==> src/de_bruijn_sequence_generator_core_defines.svh <==
// Assertion macros for the de Bruijn generator datapath RTL.
`ifndef DE_BRUIJN_SEQUENCE_GENERATOR_CORE_DEFINES_SVH
`define DE_BRUIJN_SEQUENCE_GENERATOR_CORE_DEFINES_SVH

// Same-cycle implication, checked out of reset.
`define DBSG_ASSERT_IMPL(label, ante, cons, msg) \
  label: assert property (@(posedge clk_i) disable iff (!rst_ni) (ante) |-> (cons)) \
    else $error(msg);

// Next-cycle implication, checked out of reset.
`define DBSG_ASSERT_NEXT(label, ante, cons, msg) \
  label: assert property (@(posedge clk_i) disable iff (!rst_ni) (ante) |=> (cons)) \
    else $error(msg);

`endif

==> src/dbsg_pkg.sv <==
// Types and constants shared by the de Bruijn generator modules.
package dbsg_pkg;

  localparam int unsigned ORDER_W = 4;
  localparam int unsigned EDGE_W  = 2;
  localparam int unsigned EPOCH_W = 4;
  localparam int unsigned DATA_W  = 8;

  localparam logic [EDGE_W-1:0]  EDGES_FULL  = 2'd2;
  localparam logic [ORDER_W-1:0] ORDER_RESET = 4'd2;
  localparam logic [ORDER_W-1:0] ORDER_ONE   = 4'd1;

  typedef enum logic [1:0] {
    PH_TOUR  = 2'd0,
    PH_TAIL  = 2'd1,
    PH_DONE  = 2'd2,
    PH_SHORT = 2'd3
  } phase_e;

  typedef enum logic [2:0] {
    ST_CLEAR  = 3'd0,
    ST_IDLE   = 3'd1,
    ST_LOOKUP = 3'd2,
    ST_DECIDE = 3'd3,
    ST_REFILL = 3'd4
  } state_e;

  typedef struct packed {
    logic begin_seq;
    logic bump_epoch;
    logic load_order;
    logic clr_step;
    logic emit_short;
    logic decide;
    logic refill;
  } cmd_t;

  typedef struct packed {
    logic phase_tour;
    logic phase_done;
    logic can_push;
    logic pop_last;
    logic out_free;
    logic clr_done;
    logic epoch_full;
  } sts_t;

endpackage

==> src/dbsg_ctrl.sv <==
// Sequencer for the de Bruijn generator: clearing pass, request handling, tour steps.
module dbsg_ctrl
  import dbsg_pkg::*;
(
  input  logic clk_i,
  input  logic rst_ni,
  input  logic in_valid_i,
  input  logic restart_i,
  output logic in_ready_o,
  input  logic cfg_valid_i,
  output logic cfg_ready_o,
  input  sts_t sts_i,
  output cmd_t cmd_o
);

  state_e state_q, state_d;
  logic   pend_q, pend_d;

  always_ff @(posedge clk_i or negedge rst_ni) begin
    if (!rst_ni) begin
      state_q <= ST_CLEAR;
      pend_q  <= 1'b0;
    end else begin
      state_q <= state_d;
      pend_q  <= pend_d;
    end
  end

  always_comb begin
    state_d     = state_q;
    pend_d      = pend_q;
    cmd_o       = '0;
    in_ready_o  = 1'b0;
    cfg_ready_o = 1'b0;
    unique case (state_q)
      ST_CLEAR: begin
        cfg_ready_o    = 1'b1;
        cmd_o.clr_step = 1'b1;
        if (cfg_valid_i) begin
          cmd_o.begin_seq  = 1'b1;
          cmd_o.load_order = 1'b1;
        end
        if (sts_i.clr_done) begin
          state_d = pend_q ? ST_LOOKUP : ST_IDLE;
          pend_d  = 1'b0;
        end
      end
      ST_IDLE: begin
        cfg_ready_o = 1'b1;
        in_ready_o  = !cfg_valid_i;
        if (cfg_valid_i) begin
          cmd_o.begin_seq  = 1'b1;
          cmd_o.load_order = 1'b1;
          cmd_o.bump_epoch = 1'b1;
          if (sts_i.epoch_full) state_d = ST_CLEAR;
        end else if (in_valid_i) begin
          if (restart_i || sts_i.phase_done) begin
            cmd_o.begin_seq  = 1'b1;
            cmd_o.bump_epoch = 1'b1;
            // epoch tags run out: sweep the edge counts before serving the word
            if (sts_i.epoch_full) begin
              state_d = ST_CLEAR;
              pend_d  = 1'b1;
            end else begin
              state_d = ST_LOOKUP;
            end
          end else begin
            state_d = ST_LOOKUP;
          end
        end
      end
      ST_LOOKUP: begin
        if (!sts_i.phase_tour) begin
          if (sts_i.out_free) begin
            cmd_o.emit_short = 1'b1;
            state_d          = ST_IDLE;
          end
        end else begin
          state_d = ST_DECIDE;
        end
      end
      ST_DECIDE: begin
        cmd_o.decide = 1'b1;
        if (sts_i.can_push) begin
          state_d = ST_LOOKUP;
        end else if (sts_i.out_free) begin
          state_d = sts_i.pop_last ? ST_IDLE : ST_REFILL;
        end
      end
      ST_REFILL: begin
        cmd_o.refill = 1'b1;
        state_d      = ST_IDLE;
      end
      default: state_d = ST_CLEAR;
    endcase
  end

endmodule

==> config.mk <==
export PLATFORM = sky130hd
export DESIGN_NAME = dbsg_ctrl
export DESIGN_NICKNAME = d
export VERILOG_FILES = /design/src/de_bruijn_sequence_generator_core_defines.svh /design/src/dbsg_pkg.sv /design/src/dbsg_ctrl.sv
export SDC_FILE = /design/constraint.sdc
export NUM_CORES = 1
export LEC_CHECK = 0
export BUFFER_PORTS_ARGS = -buffer_cell sky130_fd_sc_hd__buf_2
export CAP_MARGIN = 20
export CELL_PAD_IN_SITES_DETAIL_PLACEMENT = 0
export CELL_PAD_IN_SITES_GLOBAL_PLACEMENT = 1
export CORE_UTILIZATION = 29
export DETAILED_ROUTE_END_ITERATION = 6
export GPL_ROUTABILITY_DRIVEN = 0
export PLACE_DENSITY_LB_ADDON = 0.1
export SKIP_LAST_GASP = 1
export SYNTH_ARGS = -nofsm -noshare
export SYNTH_HDL_FRONTEND = slang
export SYNTH_SLANG_ARGS = --single-unit
==> constraint.sdc <==
create_clock -name clk_i -period 2 [get_ports clk_i]
set_clock_uncertainty 0.1 [all_clocks]
set_input_delay 0.2 -clock clk_i [delete_from_list [all_inputs] [get_ports clk_i]]
set_output_delay 0.2 -clock clk_i [all_outputs]
set_load 0.03 [all_outputs]
# Word-level counts from Yosys, hierarchy flattened
# Index checks and enable logic that the tools add are counted.
totals:
  regBits: 4
  in_bits: 12
  out_inout_bits: 9
  word_cells: 56
op_classes:
  n_eq_ne: 13
  n_mux: 34
  reduce_logical: 7
op_table:
  columns: ["cell", "count"]
  rows:
  - ["$mux 3", 9]
  - ["$mux 1", 16]
  - ["$pmux 3 s5", 1]
  - ["$mux 2", 6]
  - ["$ne 3x3->1 const B", 4]
  - ["$ne 2x2->1 const B", 5]
  - ["$eq 3x2->1 const B", 2]
  - ["$reduce_and 6->1", 1]
  - ["$reduce_and 5->1", 1]
  - ["$pmux 1 s2", 2]
  - ["$eq 3x1->1 const B", 1]
  - ["$eq 3x3->1 const B", 1]
  - ["$logic_not 3->1", 1]
  - ["$reduce_bool 2->1", 1]
  - ["$reduce_or 2->1", 1]
  - ["$logic_not 1->1", 1]
  - ["$logic_or 1x1->1", 1]

# Longest topological paths before layout
logic_depth:
  depth_word: 5
  mapped_depth: 5
  ltp_nobuf: 4

# Worst setup path before layout
# OpenSTA, ideal clock, no wires.
synth_path:
  path_type: "register -> output"
  startpoint: "register state_q[0]"
  endpoint: "output cmd_o[2] (netlist bit)"
  arrival_ps: 1709
  required_ps: 1700
  setup_slack_ps: -9
  stages_incl_launch_ff: 3
  n_path_buf: 1
  path_cell_list: "dfrtp_1 > buf_2 > nor4b_1"
synth_lines:
  columns: ["element", "line", "text"]
  rows:
  - ["from (decl)", "dbsg_ctrl.sv:16", "state_e state_q, state_d;"]
  - ["from (signal assigned)", "dbsg_ctrl.sv:24", "state_q <= state_d;"]
  - ["to (decl)", "dbsg_ctrl.sv:13", "output cmd_t cmd_o"]

# Worst setup path in the final report
layout_path:
  startpoint: "register state_q[0]"
  endpoint: "output in_ready_o"
layout_between:
  elab_chain_len: 2
layout_rtl:
  columns: ["element", "line", "text"]
  rows:
  - ["$eq 3x1->1", "dbsg_ctrl.sv:35", "unique case (state_q)"]
  - ["$mux 1", "dbsg_ctrl.sv:35", null]
  - ["to (decl)", "dbsg_ctrl.sv:9", "output logic in_ready_o,"]
# Every way passes these cells.

==> results_dict.tcl <==
set metrics [dict create \
    status "completed" \
    synth_top_area_frac 0.256 \
    fin_tns_setup_ns 0 \
    instances_no_fill 78 \
    port_buffers 20 \
    synth_adder_area_share 0 \
    wl_per_cell_um 13.1 \
    first_iter_violations 9 \
    numPlacedInstances 74 \
    gr-total-overflow 0 \
    cp.required_ns 1.70 \
    vias_per_cell 5.28 \
    place_hpwl_um 787 \
    crit_type "flip-flop to output port" \
    synth_nets 53 \
    worstSetupStartpointType "flip-flop" \
    peakVddDrop_v 0.000496 \
    clk_latency_ns 0.24 \
    antenna_found_initial 0 \
    post-route-period-util 0.905 \
    drt_wl_total_mm 1.02 \
    dieArea_mm2 0.00150 \
    hold_viol 0 \
    die_w_um 38.8 \
    synth_ff_type "dfrtp_1" \
    rsz0062_at_grt "false" \
    yosys.area_share.simple 0.335 \
    min-delay-path-class "input port to flip-flop" \
    slew_violations 0 \
    synth_enable_flop_cells 0 \
    synth_compound_area_frac 0.300 \
    slowest_stage "dfrtp_1" \
    synth.distinct_cells 29 \
    ant_nets 0 \
    synth_top_family_by_area "simple AND/OR/NAND/NOR gates" \
    clk_pin_slew_ns 0.04 \
    crit_path_max_incr_delay_ns 0.68 \
    drive_gt1_frac 0.484 \
    synth_top_cells_by_count "4 x dfrtp_1, 4 x nor3_1" \
    pin_count 21 \
    setup_violations 0 \
    fin_crit_ns 1.81 \
    synthCells 41 \
    core_area_mm2 0.00119 \
    yosysWarnings 0 \
    tightestPinTransition_ns 0.548 \
    setup_ws_ns 0.189 \
    leakage_nw 0.254 \
    ys_seq_area_frac 0.256 \
    fmaxAchievable_ghz 0.552 \
    powerDensity_mw_per_mm2 1270 \
    cts_buffers 3 \
    areaGrowthSynthToFinish_pct 39.3 \
    cts-root-buf "clkbuf_4" \
    via_count 412 \
    grtUsageTotal 0.154 \
    crit_fanout 16 \
    dp_slack_ns 0.237 \
    postSynth.asyncResetShare 1.00 \
    grt_pass1_vias 352 \
    cts_resized 0 \
    cts_tree "built" \
    die_h_um 38.8 \
    grt_max_degree 17 \
    worstPathCellList "nor4b_4 > buf_2" \
    grt_pass1_wl_mm 1.58 \
    clockBufferDepth 2 \
    placementRows 12 \
    initial_core_util 0.330 \
    cp-end-kind "output port" \
    drc 0 \
    synth.area.top_cells "dfrtp_1 26%, a2111oi_4 7.0%, nor4b_4 6.1%, nor3_1 5.1%, a221oi_1 4.5%" \
    drt_first_pass_iters 4 \
    h-tree-depth 1 \
    ys_ff_latch 4 \
    synth.area.mux_share 0.0639 \
    synth.largest_area_cell "dfrtp_1" \
    fin_hold_ws_ns 0.0345 \
    synth.avg_cell_area_um2 9.55 \
    syn_area_um2 392 \
    max-cap-violations 0 \
    cp.arrival_ns 1.51 \
    n_antenna_cell 0 \
    relSlewSlack 0.635 \
    final_nets 78 \
    synth_xor_xnor_area_share 0 \
    clkSinkCount 4 \
]
final timing paths:
kind                                   startpoint                endpoint  slack [ns]  cells after the start
setup reg to reg           state_q[0]$_DFFE_PN0P_  state_q[0]$_DFFE_PN0P_        0.22                      4
hold reg to reg                pend_q$_DFFE_PN0P_      pend_q$_DFFE_PN0P_        0.51                      2
max in group asynchronous                  rst_ni  state_q[1]$_DFFE_PN0P_        1.48                      2
setup / recovery           state_q[0]$_DFFE_PN0P_              in_ready_o        0.19                      2
min in group asynchronous                  rst_ni  state_q[2]$_DFFE_PN0P_        0.19                      2
hold / removal                           sts_i[3]  state_q[2]$_DFFE_PN0P_        0.03                      2
through the flow:
stage,total power (W),cell area [um^2],utilization
after floorplan,0.000493,398,-
after global placement,0.000591,513,0.432
after detailed placement,0.000590,513,0.432
after CTS,0.000697,546,0.460
after global routing,0.000739,546,0.460
final,0.000691,546,0.460
per-layer routing:
layer  GRT usage  up-vias  routed length [um]  share of wire
met2       0.242       17                 489           0.48
met5           0        -                   0              0
li1            -      209                   -              -
met4      0.0517        0                   0              0
met1       0.206      186                 461           0.45
met3      0.0347        0                  70          0.069
critical path, delay by kind of cell, from the launching register on:
kind | cells | cell delay, ns
buf+inv | 1 | 0.25
flops | 1 | 0.68
simple gates | 1 | 0.34
state kept, by name, summed over array words and instances, names as in the netlist:
signal / flops
pend_q: 1
state_q: 3
report_power, final:
group / switching, W / internal [W] / leakage [nW]
clock: 0.0000353 / 0.0000673 / 0.0138
combinational: 0.000224 / 0.000175 / 0.188
sequential: 0.0000860 / 0.000104 / 0.0525
total: 0.000345 / 0.000346 / 0.254
area by class of cell:
type	count	area, um^2
fill	127	641
multi-input combinational	33	280
timing repair buffer	22	118
sequential	4	100
clock buffer	3	22.5
tap	14	17.5
inverter	2	7.51
cells by family (layout without fill, tap and decap cells):
kind of cell           Yosys count  count (layout)
flip-flops                       4               4
multiplexers                     2               2
AND/OR/NAND/NOR                 18              18
AO/OA/AOI/OAI                   13              13
buffers and inverters            4              27
layout by cell type (no fill, tap or decap):
cell type	count
buf_2	20
nor3_1	4
dfrtp_1	4
clkbuf_4	3
a21oi_1	2
inv_1	2
nand2_1	2
a221oi_1	2
nor2_2	1
o21a_1	1
o211a_1	1
and3_1	1
nand2b_4	1
nor4b_2	1
nor4b_4	1
nor2b_1	1
a2111oi_4	1
nor4b_1	1
o22ai_1	1
and2b_1	1
mux2i_1	1
nand3_1	1
o21ai_1	1
o21ai_0	1
a211oi_1	1
a41oi_1	1
nor2_1	1
nand3b_1	1
and2_1	1
a211oi_2	1
mux2_4	1
dlygate4sd3_1	1
buf_4	1
timing repair:
action	in CTS	in global routing
hold buffers	1	0
endpoints found under the hold margin	4	0
setup buffers	0	0
Note: power is estimated with default switching activity, not from simulation.
